**src/rtl/lpcf_pkg.sv**
```systemverilog
`timescale 1ns / 1ps

package lpcf_pkg;

  // field widths
  localparam int unsigned ByteW   = 8;
  localparam int unsigned CfgIdxW = 2;

  // configuration register indexes
  localparam logic [CfgIdxW-1:0] CfgCrcPoly  = 2'd0;
  localparam logic [CfgIdxW-1:0] CfgCrcStart = 2'd1;

  // configuration reset values
  localparam logic [ByteW-1:0] CrcPolyRst  = 8'h07;
  localparam logic [ByteW-1:0] CrcStartRst = 8'h00;

  // frame phase codes
  localparam logic [1:0] PhaseLength = 2'd0;
  localparam logic [1:0] PhaseData   = 2'd1;
  localparam logic [1:0] PhaseCrc    = 2'd2;

  // role of a byte within its frame
  typedef enum logic [1:0] {
    RoleLength = 2'd0,
    RoleData   = 2'd1,
    RoleCrc    = 2'd2
  } role_e;

  // one result, as it travels from the sequencer to the output register
  typedef struct packed {
    logic [ByteW-1:0] byte_out;
    role_e            byte_role;
    logic [ByteW-1:0] frame_length;
    logic             crc_good;
    logic [ByteW-1:0] computed_crc;
    logic             frame_end;
  } res_t;

endpackage

```
**src/rtl/lpcf_crc8.sv**
```systemverilog
`timescale 1ns / 1ps

module lpcf_crc8 (
  input  logic [lpcf_pkg::ByteW-1:0] crc_i,
  input  logic [lpcf_pkg::ByteW-1:0] data_i,
  input  logic [lpcf_pkg::ByteW-1:0] poly_i,
  output logic [lpcf_pkg::ByteW-1:0] crc_o
);

  // msb-first byte update, one shift per bit, unrolled into xor logic
  always_comb begin
    logic [lpcf_pkg::ByteW-1:0] c;
    c = crc_i ^ data_i;
    for (int k = 0; k < lpcf_pkg::ByteW; k++) begin
      if (c[lpcf_pkg::ByteW-1]) begin
        c = {c[lpcf_pkg::ByteW-2:0], 1'b0} ^ poly_i;
      end else begin
        c = {c[lpcf_pkg::ByteW-2:0], 1'b0};
      end
    end
    crc_o = c;
  end

endmodule

```
**src/rtl/lpcf_seq.sv**
```systemverilog
`timescale 1ns / 1ps

module lpcf_seq (
  input  logic                       clk_i,
  input  logic                       rst_ni,
  input  logic                       accept_i,
  input  logic [lpcf_pkg::ByteW-1:0] byte_i,
  input  logic [lpcf_pkg::ByteW-1:0] poly_i,
  input  logic [lpcf_pkg::ByteW-1:0] start_i,
  output lpcf_pkg::res_t             res_o
);

  logic [1:0]                 phase_q, phase_d;
  logic [lpcf_pkg::ByteW-1:0] length_q, length_d;
  logic [lpcf_pkg::ByteW-1:0] left_q, left_d;
  logic [lpcf_pkg::ByteW-1:0] crc_q, crc_d;
  logic [lpcf_pkg::ByteW-1:0] crc_upd;

  lpcf_crc8 u_crc8 (
    .crc_i  (crc_q),
    .data_i (byte_i),
    .poly_i (poly_i),
    .crc_o  (crc_upd)
  );

  // next frame state and the result for the byte on offer
  always_comb begin
    phase_d  = phase_q;
    length_d = length_q;
    left_d   = left_q;
    crc_d    = crc_q;

    res_o.byte_out  = byte_i;
    res_o.crc_good  = 1'b0;
    res_o.frame_end = 1'b0;

    unique case (phase_q)
      lpcf_pkg::PhaseData: begin
        res_o.byte_role = lpcf_pkg::RoleData;
        crc_d           = crc_upd;
        left_d          = left_q - 8'd1;
        if (left_q == 8'd1) begin
          phase_d = lpcf_pkg::PhaseCrc;
        end
      end
      lpcf_pkg::PhaseCrc: begin
        res_o.byte_role = lpcf_pkg::RoleCrc;
        res_o.crc_good  = (byte_i == crc_q);
        res_o.frame_end = 1'b1;
        phase_d         = lpcf_pkg::PhaseLength;
      end
      // length byte, also the unused phase code
      default: begin
        res_o.byte_role = lpcf_pkg::RoleLength;
        length_d        = byte_i;
        left_d          = byte_i;
        crc_d           = start_i;
        phase_d         = (byte_i == 8'd0) ? lpcf_pkg::PhaseCrc : lpcf_pkg::PhaseData;
      end
    endcase

    res_o.frame_length = length_d;
    res_o.computed_crc = crc_d;
  end

  // frame state registers
  always_ff @(posedge clk_i or negedge rst_ni) begin
    if (!rst_ni) begin
      phase_q  <= lpcf_pkg::PhaseLength;
      length_q <= '0;
      left_q   <= '0;
      crc_q    <= lpcf_pkg::CrcStartRst;
    end else if (accept_i) begin
      phase_q  <= phase_d;
      length_q <= length_d;
      left_q   <= left_d;
      crc_q    <= crc_d;
    end
  end

endmodule

```
**config.mk**
```make
export PLATFORM = sky130hd
export DESIGN_NAME = lpcf_seq
export DESIGN_NICKNAME = d
export VERILOG_FILES = /design/src/rtl/lpcf_pkg.sv /design/src/rtl/lpcf_crc8.sv /design/src/rtl/lpcf_seq.sv
export SDC_FILE = /design/constraint.sdc
export NUM_CORES = 1
export LEC_CHECK = 0
export BUFFER_PORTS_ARGS = -buffer_cell sky130_fd_sc_hd__buf_2
export CAP_MARGIN = 0
export CORE_ASPECT_RATIO = 0.5
export CORE_MARGIN = 3
export CORE_UTILIZATION = 56
export DETAILED_ROUTE_END_ITERATION = 8
export PLACE_DENSITY = 0.79
export SYNTH_ARGS = -nofsm -noshare
export SYNTH_HDL_FRONTEND = slang
export SYNTH_SLANG_ARGS = --single-unit
```
**constraint.sdc**
```tcl
create_clock -name clk_i -period 6 [get_ports clk_i]
set_input_delay 0.9 -clock clk_i [delete_from_list [all_inputs] [get_ports clk_i]]
set_output_delay 0.9 -clock clk_i [all_outputs]
set_load 0.01 [all_outputs]
```
==> impl_summary.log, run 1 <==
INFO  metric crit_path_cells = buf_2, xor2_2, buf_4, and3_1, or4_1, a211oi_2, a211o_4, xnor2_4, o211a_1, o211a_1, o21a_1, buf_4, mux2i_1, mux2i_1, o31a_1, buf_2
INFO  metric skew = 0.00230 ns
INFO  metric cts_made_buffers = 3
INFO  metric tightestPinTransition = 0.991 ns
INFO  metric io_buffer_count = 54
INFO  metric grt_antenna_before_repair = 0
INFO  metric post-route-worst-setup-slack = 0.269 ns
INFO  metric regToRegSetupSlack = 1.79 ns
INFO  metric finalHoldViolCount = 0
INFO  metric slew_violations = 0
INFO  metric synthesis.nets = 499
INFO  metric grt_first_pass_wirelength = 17100 um
INFO  metric gp_congestion = 0.964
INFO  metric finalHoldWorstSlack = 0.510 ns
INFO  metric min_period_over_period = 95.5%
INFO  metric worst_r2r_startpoint = crc_q[7]$_DFFE_PN0P_
INFO  metric pin_count = 55
INFO  metric cts_root_buf = sky130_fd_sc_hd__clkbuf_16
INFO  metric cts_tree = built
INFO  metric synth_top_cell_area_share = 18.1%
INFO  metric std_cell_rows = 19
INFO  metric worst_slew_margin_rel = 33.7%
INFO  metric timing.hold.worst_endpoint = length_q[1]$_DFFE_PN0P_
INFO  metric launch_point_of_the_worst_hold_path = length_q[1]$_DFFE_PN0P_
INFO  metric max_cap_viol_count = 0
INFO  metric detailed_routing_iteration_count_for_the_pre_antenna_repair_pass = 5
INFO  metric syn-mean-instance-area = 7.67 sq um
INFO  metric insertion_delay = 0.26 ns
INFO  metric post_route_cells_drive_above_1_share = 23.0%
INFO  metric die_width = 119 um
INFO  metric rsz0062_at_grt = false
INFO  metric place_worst_setup_slack = 0.309 ns
INFO  metric run_status = finished, final reports clean
INFO  metric cts_setup_buffers = 0
INFO  metric critical_path.endpoint_type = primary output
INFO  metric postSynth.asyncResetShare = 100%
INFO  metric yosys_most_used_dff = sky130_fd_sc_hd__dfrtp_1
INFO  metric arrival = 4.83 ns
INFO  metric grt_pass1_vias = 3434
INFO  metric clkSinkCount = 26
INFO  metric clock_path_buffers = 2
INFO  metric synthToLayoutAreaGrowth = 11.6%
INFO  metric cts.htree.levels = 1
INFO  metric worst_setup_path_start_kind = input port
INFO  metric synth_warnings = 0
INFO  metric synth.distinct_cells = 74
INFO  metric layout_commonest_cell = sky130_fd_sc_hd__buf_2
INFO  metric die_area = 7470 sq um
INFO  metric detailedPlacementHpwl = 7780 um
INFO  metric route.final.wire_length = 10400 um
INFO  metric timing.critical_path.slowest_cell_delay = 0.56 ns
INFO  metric syn_inst = 468
INFO  metric slowest_stage = sky130_fd_sc_hd__or4_1
INFO  metric die_y = 62.6 um
INFO  metric layout.nets = 536
INFO  metric final.min_clock_period = 5.73 ns
INFO  metric crit_type = in -> out
INFO  metric final-setup-viol-count = 0
INFO  metric largest_fanout_on_the_critical_path = 14
INFO  metric critPathBufInv = 4
INFO  metric synth-seq-area-share = 18.1%
INFO  metric grt-ovfl-total = 0
INFO  metric hold_class = reg -> reg
INFO  metric mostFrequentLayoutCells = sky130_fd_sc_hd__buf_2, sky130_fd_sc_hd__nor2_1, sky130_fd_sc_hd__nand2_1
INFO  metric synth-edff-count = 0
INFO  metric design.core.area = 5820 sq um
INFO  metric drt_drc_violations_left = 0
INFO  metric grt_max_degree = 27
INFO  metric hold_path_cells = 2
INFO  metric ys_top_cells_by_area = sky130_fd_sc_hd__dfrtp_1, sky130_fd_sc_hd__mux2i_1, sky130_fd_sc_hd__mux2_2, sky130_fd_sc_hd__xnor2_1, sky130_fd_sc_hd__nor2_1
INFO  metric antenna_violation_net_count_after_detailed_routing = 0
INFO  metric global_route.usage.total = 27.2%
INFO  metric initial_standard_cell_utilization_of_the_core = 61.6%
INFO  metric fin_setup_tns = 0 ns
INFO  metric path_clk_slew = 0.07 ns
INFO  metric vias = 3797
INFO  metric timing.critical_path.required = 5.10 ns
INFO  metric detailedRoute.firstIterationViolations = 348
INFO  metric r2r-end = crc_q[3]$_DFFE_PN0P_
INFO  metric yosys.area.top_type = sky130_fd_sc_hd__dfrtp_1
INFO  metric inserted_diodes = 0
INFO  metric worst_path_dominant_cell_family = compound AO/OA/AOI/OAI gates
INFO  metric detail_route.wl_per_cell = 17.7 um
INFO  metric post_synthesis_instance_area = 3590 sq um
INFO  metric max_clock_freq = 0.174 GHz
INFO  metric ys_ff_latch = 26
INFO  metric r2r.worst_path.cells = 14
INFO  metric routed_via_density = 6.46
-- worst max path at each step --
stage | from | end | slack, ns | cells after the start
floorplan | byte_i[6] | res_o[5] | 0.95 | 13
global placement | byte_i[6] | res_o[4] | 0.38 | 15
global route | byte_i[7] | res_o[4] | 0.02 | 16
detailed placement | byte_i[7] | res_o[4] | 0.31 | 16
finish | byte_i[7] | res_o[4] | 0.27 | 16
CTS | byte_i[7] | res_o[4] | 0.30 | 16
-- synthesized netlist by cell type, types with 3 or more instances --
library cell,count
sky130_fd_sc_hd__nor3_1,12
sky130_fd_sc_hd__a21oi_1,30
sky130_fd_sc_hd__a22oi_1,3
sky130_fd_sc_hd__xor2_1,7
sky130_fd_sc_hd__nand2b_1,5
sky130_fd_sc_hd__nor4_1,10
sky130_fd_sc_hd__o21ai_1,4
sky130_fd_sc_hd__o31a_1,9
sky130_fd_sc_hd__and4_1,3
sky130_fd_sc_hd__or4_1,3
sky130_fd_sc_hd__a311o_1,4
sky130_fd_sc_hd__mux2_2,14
sky130_fd_sc_hd__nand3_1,22
sky130_fd_sc_hd__o211ai_1,10
sky130_fd_sc_hd__o2111ai_1,3
sky130_fd_sc_hd__a211oi_1,4
sky130_fd_sc_hd__a211oi_2,3
sky130_fd_sc_hd__nand2_1,38
sky130_fd_sc_hd__xnor2_1,18
sky130_fd_sc_hd__nand4_1,5
sky130_fd_sc_hd__o22ai_1,7
sky130_fd_sc_hd__ha_1,4
sky130_fd_sc_hd__dfrtp_1,26
sky130_fd_sc_hd__inv_1,14
sky130_fd_sc_hd__buf_2,5
sky130_fd_sc_hd__and2_1,5
sky130_fd_sc_hd__or3_1,6
sky130_fd_sc_hd__o21ai_0,22
sky130_fd_sc_hd__o211a_1,9
sky130_fd_sc_hd__mux2i_1,17
sky130_fd_sc_hd__buf_4,10
sky130_fd_sc_hd__clkbuf_1,25
sky130_fd_sc_hd__xnor2_2,3
sky130_fd_sc_hd__nor2_1,41
sky130_fd_sc_hd__buf_6,3
sky130_fd_sc_hd__nor3b_1,3
sky130_fd_sc_hd__and3_1,10
sky130_fd_sc_hd__a21o_1,4
sky130_fd_sc_hd__a31oi_1,3
-- final cells by class --
type	count	area, sq um
fillers	508	1820
flip-flops and latches	26	651
clock inverters	1	30.0
multi-input cells	383	2660
repair buffers	75	428
clock buffers	3	75.1
well taps	84	105
inverters	16	60.1
-- kinds of logic (layout without fill, tap and decap cells) --
| family | after synthesis | count (layout) | synth area share, % |
|---|---|---|---|
| AOI/OAI and AO/OA | 143 | 143 | 29.2 |
| muxes | 31 | 31 | 9.13 |
| DFF | 26 | 26 | 18.1 |
| buffers and inverters | 59 | 95 | 8.02 |
| adders and majority gates | 4 | 4 | 1.39 |
| and+or+nand+nor | 174 | 174 | 24.9 |
| xor gates and xnor gates | 31 | 31 | 9.31 |
-- state kept, by name, summed over array words and instances, names as in the netlist --
name,cells
crc_q,8
left_q,8
length_q,8
phase_q,2
-- stage by stage --
stage / cell area [sq um] / std cells / utilization, %
CTS: 4000 / 588 / 68.7
finish: 4010 / 588 / 68.8
global placement: 3890 / 584 / 66.9
detailed placement: 3890 / 584 / 66.9
global route: 4010 / 588 / 68.8
floorplan: 3590 / 468 / -
-- layer usage --
metal | share of wire (%) | up-vias | global-route usage, %
li1 | - | 1820 | -
met1 | 45 | 1778 | 39.2
met2 | 45 | 193 | 44.3
met3 | 9.2 | 6 | 3.98
met4 | 0.61 | 0 | 3.17
met5 | 0 | - | 0
-- worst register-to-register path, stage by stage (launching register included) --
cell	delay (ns)
sky130_fd_sc_hd__dfrtp_1	0.44
sky130_fd_sc_hd__xor2_2	0.19
sky130_fd_sc_hd__buf_4	0.19
sky130_fd_sc_hd__and3_1	0.20
sky130_fd_sc_hd__or4_1	0.56
sky130_fd_sc_hd__a211oi_2	0.26
sky130_fd_sc_hd__a211o_4	0.25
sky130_fd_sc_hd__xnor2_4	0.19
sky130_fd_sc_hd__o211a_1	0.48
sky130_fd_sc_hd__o211a_1	0.29
sky130_fd_sc_hd__o21a_1	0.18
sky130_fd_sc_hd__buf_4	0.17
sky130_fd_sc_hd__mux2i_1	0.24
sky130_fd_sc_hd__mux2i_1	0.15
sky130_fd_sc_hd__o31a_1	0.31
-- timing repair --
| item | CTS | global route |
|---|---|---|
| setup endpoints to repair | 0 | 1 |
| resized for setup | 0 | 1 |
| hold buffers | 0 | 0 |
| endpoints found under the hold margin | 0 | 0 |
Power of run 1 is not shown: default switching activity piles up to over one toggle a cycle in this logic, so the estimate is an artifact.
==> inputs of run 2 (changes only) <==
--- a/config.mk
+++ b/config.mk
@@ -9,9 +9,9 @@
 export CAP_MARGIN = 0
 export CORE_ASPECT_RATIO = 0.5
 export CORE_MARGIN = 3
-export CORE_UTILIZATION = 56
+export CORE_UTILIZATION = 35
 export DETAILED_ROUTE_END_ITERATION = 8
-export PLACE_DENSITY = 0.79
+export GPL_ROUTABILITY_DRIVEN = 0
 export SYNTH_ARGS = -nofsm -noshare
 export SYNTH_HDL_FRONTEND = slang
 export SYNTH_SLANG_ARGS = --single-unit
==> run 2 against run 1 <==
Worst hold slack worse by 0.0040 ns. Global-route usage fell by 8.6 points. Critical endpoint unchanged. Sequential cell count is the same. Setup slack got worse by 0.061 ns. Die area increased by 55%. Utilization decreased by 26 points. Routed wire length is 4.9% higher.
==> impl_summary.log, run 2 (synthesized netlist as in run 1, its figures left out) <==
INFO  metric grt_first_pass_wirelength = 17900 um
INFO  metric post_route_cells_drive_above_1_share = 24.1%
INFO  metric layout.nets = 539
INFO  metric die_width = 149 um
INFO  metric worst_path_dominant_cell_family = simple AND/OR/NAND/NOR gates
INFO  metric layout.filler_cells = 1024
INFO  metric timing.critical_path.slowest_cell_delay = 0.54 ns
INFO  metric initial_standard_cell_utilization_of_the_core = 37.0%
INFO  metric routed_via_density = 5.78
INFO  metric cts.htree.levels = 1
INFO  metric layout_commonest_cell = sky130_fd_sc_hd__buf_2
INFO  metric design.core.area = 9700 sq um
INFO  metric path_clk_slew = 0.06 ns
INFO  metric finalHoldViolCount = 0
INFO  metric cts_tree = built
INFO  metric route.final.wire_length = 10900 um
INFO  metric die_area = 11600 sq um
INFO  metric insertion_delay = 0.26 ns
INFO  metric detail_route.wl_per_cell = 17.0 um
INFO  metric cts_setup_buffers = 0
INFO  metric final-setup-viol-count = 0
INFO  metric reg_top3 = crc_q: 8 flops, left_q: 8 flops, length_q: 8 flops
INFO  metric cts_made_buffers = 3
INFO  metric crit_path_cells = buf_2, xor2_4, buf_4, and3_1, or4_1, a211oi_2, a211o_4, nor3_1, or3_1, a211oi_2, o21a_1, buf_4, mux2i_1, mux2i_1, o31a_1, buf_2
INFO  metric finalHoldWorstSlack = 0.506 ns
INFO  metric postPlaceCellArea = 3980 sq um
INFO  metric vias = 3712
INFO  metric detailed_routing_iteration_count_for_the_pre_antenna_repair_pass = 5
INFO  metric drt_drc_violations_left = 0
INFO  metric slowest_stage = sky130_fd_sc_hd__or4_1
INFO  metric run_status = finished, final reports clean
INFO  metric placed_cells_incl_taps = 638
INFO  metric slew_violations = 0
INFO  metric grt_antenna_before_repair = 0
INFO  metric grt_pass1_vias = 3469
INFO  metric worst_setup_path_start_kind = input port
INFO  metric post_cts_resized = 0
INFO  metric critical_path.endpoint_type = primary output
INFO  metric skew = 0.00222 ns
INFO  metric timing.critical_path.required = 5.10 ns
INFO  metric detailedRoute.firstIterationViolations = 260
INFO  metric hold_class = reg -> reg
INFO  metric hold_buffers = 0
INFO  metric grt-ovfl-total = 0
INFO  metric max_clock_freq = 0.173 GHz
INFO  metric arrival = 4.89 ns
INFO  metric antenna_violation_net_count_after_detailed_routing = 0
INFO  metric std_cell_rows = 25
INFO  metric clkSinkCount = 26
INFO  metric detailedPlacementHpwl = 8250 um
INFO  metric cts_root_buf = sky130_fd_sc_hd__clkbuf_16
INFO  metric grt_max_degree = 27
INFO  metric fin_area = 4120 sq um
INFO  metric worst_slew_margin_rel = 35.3%
INFO  metric crit_type = in -> out
INFO  metric io_buffer_count = 54
INFO  metric tightestPinTransition = 0.967 ns
INFO  metric filler_free_cell_count_of_the_finished_design = 642
INFO  metric synthToLayoutAreaGrowth = 14.9%
INFO  metric largest_fanout_on_the_critical_path = 8
INFO  metric pin_count = 55
INFO  metric global_route.usage.total = 18.5%
INFO  metric inserted_diodes = 0
INFO  metric mostFrequentLayoutCells = sky130_fd_sc_hd__buf_2, sky130_fd_sc_hd__nor2_1, sky130_fd_sc_hd__nand2_1
INFO  metric clock_path_buffers = 2
INFO  metric max_cap_viol_count = 0
INFO  metric critPathBufInv = 4
INFO  metric min_period_over_period = 96.5%
INFO  metric die_y = 77.6 um
INFO  metric final.min_clock_period = 5.79 ns
==> run 2: worst paths after layout <==
check | from | to | slack [ns] | depth (start not counted)
worst max-delay path | byte_i[7] | res_o[4] | 0.21 | 16
worst min-delay path | length_q[5]$_DFFE_PN0P_ | length_q[5]$_DFFE_PN0P_ | 0.51 | 1
worst max register to register | crc_q[7]$_DFFE_PN0P_ | crc_q[3]$_DFFE_PN0P_ | 1.68 | 14
worst min register to register | length_q[5]$_DFFE_PN0P_ | length_q[5]$_DFFE_PN0P_ | 0.51 | 1
max in group asynchronous | rst_ni | crc_q[6]$_DFFE_PN0P_ | 4.97 | 1
min in group asynchronous | rst_ni | length_q[7]$_DFFE_PN0P_ | 0.64 | 1
==> run 2: final cells by class <==
class | instances | area (sq um) | share of cell area (%)
clock buffers | 3 | 75.1 | 1.82
clock inverters | 1 | 30.0 | 0.728
inverters | 16 | 60.1 | 1.46
multi-input cells | 383 | 2690 | 65.2
flip-flops and latches | 26 | 651 | 15.8
well taps | 135 | 169 | 4.10
repair buffers | 78 | 450 | 10.9
==> run 2: stage by stage <==
stage | setup WS [ns] | setup TNS (ns) | utilization, %
floorplan | 0.947 | 0 | -
global placement | 0.126 | 0 | 41.1
detailed placement | 0.138 | 0 | 41.1
CTS | 0.130 | 0 | 42.1
global route | -0.0155 | -0.0155 | 42.5
finish | 0.208 | 0 | 42.5
==> run 2: metal layers <==
layer	GRT usage, %	vias up	share of wire [%]
li1	-	1828	-
met1	27.4	1749	50
met2	29.5	126	43
met3	1.87	9	5.5
met4	3.11	0	0.92
met5	0	-	0
Power of run 2 is left out for the same reason.
==> inputs of run 3 (changes only) <==
--- a/config.mk
+++ b/config.mk
@@ -5,6 +5,7 @@
 export SDC_FILE = /design/constraint.sdc
 export NUM_CORES = 1
 export LEC_CHECK = 0
+export ABC_AREA = 1
 export BUFFER_PORTS_ARGS = -buffer_cell sky130_fd_sc_hd__buf_2
 export CAP_MARGIN = 0
 export CORE_ASPECT_RATIO = 0.5
==> run 3 against run 2 <==
Synthesized cell count increased by 5.6%. Count of clock-buffer cells in the layout increased by 1. Global-route usage decreased by 2.4 points. Clock skew increased by 0.0030 ns. Routed wire length decreased by 24%. Via count decreased by 19%. Largest cell class unchanged. Highest routed layer unchanged.
==> impl_summary.log, run 3 <==
INFO  metric max_cap_viol_count = 0
INFO  metric yosys.area.top_type = sky130_fd_sc_hd__dfrtp_1
INFO  metric final-setup-viol-count = 0
INFO  metric synth-seq-area-share = 20.9%
INFO  metric postSynth.asyncResetShare = 100%
INFO  metric crit_type = in -> out
INFO  metric yosys_most_used_dff = sky130_fd_sc_hd__dfrtp_1
INFO  metric grt-ovfl-total = 0
INFO  metric post_synthesis_instance_area = 3120 sq um
INFO  metric routed_via_density = 4.74
INFO  metric dominant_combinational_cell_family_by_area_after_synthesis = simple AND/OR/NAND/NOR gates
INFO  metric most_instantiated_library_cell_after_synthesis = sky130_fd_sc_hd__nand2_1
INFO  metric worst_slew_margin_rel = 49.0%
INFO  metric antenna_violation_net_count_after_detailed_routing = 0
INFO  metric synth_warnings = 0
INFO  metric ys_top_cells_by_area = sky130_fd_sc_hd__dfrtp_1, sky130_fd_sc_hd__nand2_1, sky130_fd_sc_hd__nand3_1, sky130_fd_sc_hd__inv_1, sky130_fd_sc_hd__xnor2_1
INFO  metric crit_path_cells = buf_2, nand3_1, nand2_2, nand2_4, nor2_4, nand2_1, nand2_2, nand3_2, nand3_1, xor2_2, nand3_2, nand2_4, nand2_2, nand2_4, nand2_1, nor2_2, nand2_4, nand2_4, nor2_1, nand2_1, nand3_1, a21boi_1, buf_2
INFO  metric synth-edff-count = 0
INFO  metric synth.distinct_cells = 36
INFO  metric layout_commonest_cell = sky130_fd_sc_hd__nand2_1
INFO  metric clock_path_buffers = 2
INFO  metric syn-mean-instance-area = 6.31 sq um
INFO  metric design.core.area = 8320 sq um
INFO  metric hold_class = reg -> reg
INFO  metric layout.nets = 555
INFO  metric std_cell_rows = 23
INFO  metric initial_standard_cell_utilization_of_the_core = 37.5%
INFO  metric route.final.wire_length = 8220 um
INFO  metric grt_pass1_vias = 2760
INFO  metric die_y = 72.7 um
INFO  metric synth-adder-area-share = 1.61%
INFO  metric muxShareOfSynthArea = 0%
INFO  metric vias = 3013
INFO  metric grt_antenna_before_repair = 0
INFO  metric timing.critical_path.slowest_cell_delay = 0.29 ns
INFO  metric arrival = 3.85 ns
INFO  metric synthesis.nets = 525
INFO  metric mostFrequentLayoutCells = sky130_fd_sc_hd__nand2_1, sky130_fd_sc_hd__nand3_1, sky130_fd_sc_hd__buf_2
INFO  metric hold_buffers = 0
INFO  metric crit_top_cell = sky130_fd_sc_hd__nand2_4
INFO  metric synth_commonest_cells = sky130_fd_sc_hd__nand2_1, sky130_fd_sc_hd__nand3_1, sky130_fd_sc_hd__inv_1
INFO  metric path_clk_slew = 0.07 ns
INFO  metric grt_first_pass_wirelength = 13500 um
INFO  metric critical_path.endpoint_type = primary output
INFO  metric drt_drc_violations_left = 0
INFO  metric io_buffer_count = 54
INFO  metric worst_setup_path_start_kind = input port
INFO  metric die_width = 139 um
INFO  metric slew_violations = 0
INFO  metric tightestPinTransition = 0.765 ns
INFO  metric pin_count = 55
INFO  metric grt_max_degree = 27
INFO  metric detail_route.wl_per_cell = 12.9 um
INFO  metric synth_top_cell_area_share = 20.9%
INFO  metric rsz0062_at_grt = false
INFO  metric synth-compound-area-share = 10.7%
INFO  metric max_clock_freq = 0.210 GHz
INFO  metric post_cts_resized = 0
INFO  metric post_synth_xor_area_fraction = 12.7%
INFO  metric ys_ff_latch = 26
INFO  metric detailedPlacementHpwl = 6390 um
INFO  metric cts.htree.levels = 1
INFO  metric syn_inst = 494
INFO  metric skew = 0.00518 ns
INFO  metric finalHoldViolCount = 0
INFO  metric insertion_delay = 0.26 ns
INFO  metric fin_setup_tns = 0 ns
INFO  metric cts_made_buffers = 3
INFO  metric synthToLayoutAreaGrowth = 10.5%
INFO  metric detailed_routing_iteration_count_for_the_pre_antenna_repair_pass = 4
INFO  metric largest_fanout_on_the_critical_path = 13
INFO  metric cts_setup_buffers = 0
INFO  metric cts_root_buf = sky130_fd_sc_hd__clkbuf_16
INFO  metric reg_top3 = crc_q: 8 flops, left_q: 8 flops, length_q: 8 flops
INFO  metric detailedRoute.firstIterationViolations = 209
INFO  metric clkSinkCount = 26
INFO  metric layout.filler_cells = 881
INFO  metric die_area = 10100 sq um
INFO  metric slowest_stage = sky130_fd_sc_hd__buf_2
INFO  metric synthSimpleGateAreaFrac = 41.5%
INFO  metric inserted_diodes = 0
INFO  metric post_route_cells_drive_above_1_share = 20.8%
INFO  metric final.min_clock_period = 4.75 ns
INFO  metric run_status = finished, final reports clean
INFO  metric global_route.usage.total = 16.1%
INFO  metric cts_tree = built
INFO  metric min_period_over_period = 79.2%
INFO  metric timing.critical_path.required = 5.10 ns
INFO  metric regToRegSetupSlack = 2.71 ns
[run 3: cell count changes in the layout (fill, tap and decap cells not counted), sizes merged, moves of 10 or more]
cell / previous run / this run
a21oi: 30 / 18
and3: 10 / 0
buf: 78 / 54
inv: 14 / 57
mux2: 14 / 0
mux2i: 17 / 0
nand2: 38 / 159
nand3: 22 / 66
nor3: 12 / 1
o211ai: 11 / 1
xor2: 8 / 21
[run 3: worst paths after layout]
kind                                           endpoint             startpoint  depth (start not counted)
min in group asynchronous       length_q[7]$_DFFE_PN0P_                 rst_ni                          1
worst max-delay path                           res_o[6]              poly_i[7]                         23
worst max register to register     crc_q[6]$_DFFE_PN0P_   crc_q[6]$_DFFE_PN0P_                         25
max in group asynchronous         left_q[1]$_DFFE_PN0P_                 rst_ni                          1
worst min-delay path              left_q[4]$_DFFE_PN0P_  left_q[4]$_DFFE_PN0P_                          1
worst min register to register    left_q[4]$_DFFE_PN0P_  left_q[4]$_DFFE_PN0P_                          1
[run 3: logic make-up after synthesis]
group	after synthesis
xor gates and xnor gates	41
AOI/OAI and AO/OA	60
DFF	26
and+or+nand+nor	275
adders and majority gates	4
buffers and inverters	88
[run 3: final cells by class]
type | count | area [sq um] | area share [%]
Timing Repair Buffer | 54 | 270 | 7.85
Tap cell | 112 | 140 | 4.07
Multi-Input combinational cell | 380 | 2070 | 60.2
Clock buffer | 4 | 88.8 | 2.58
Sequential cell | 26 | 651 | 18.9
Inverter | 59 | 221 | 6.43
[run 3: stage by stage]
| stage | util (%) | instances | hold WS [ns] | cell area (sq um) | setup WS [ns] |
|---|---|---|---|---|---|
| after global placement | 40.3 | 631 | 0.476 | 3360 | 1.34 |
| after CTS | 41.4 | 635 | 0.509 | 3440 | 1.24 |
| after floorplan | - | 494 | 0.453 | 3120 | 1.95 |
| after detailed placement | 40.3 | 631 | 0.491 | 3360 | 1.25 |
| final | 41.4 | 635 | 0.505 | 3440 | 1.25 |
| after global routing | 41.4 | 635 | 0.526 | 3440 | 0.844 |
[run 3: metal layers]
metal / GRT usage, % / vias up / wire length [um] / share of wire [%]
li1: - / 1604 / - / -
met1: 21.8 / 1365 / 4020 / 49
met2: 28.3 / 36 / 3930 / 48
met3: 1.77 / 8 / 193 / 2.3
met4: 3.58 / 0 / 88 / 1.1
met5: 0 / - / 0 / 0
[run 3: worst max-delay path: cells and delay by family]
| kind | cells | cell delay, ns |
|---|---|---|
| AND/OR/NAND/NOR | 19 | 2.05 |
| buffers and inverters | 2 | 0.45 |
| AO/OA/AOI/OAI | 1 | 0.22 |
| XOR/XNOR | 1 | 0.21 |
Power of run 3 is left out for the same reason.
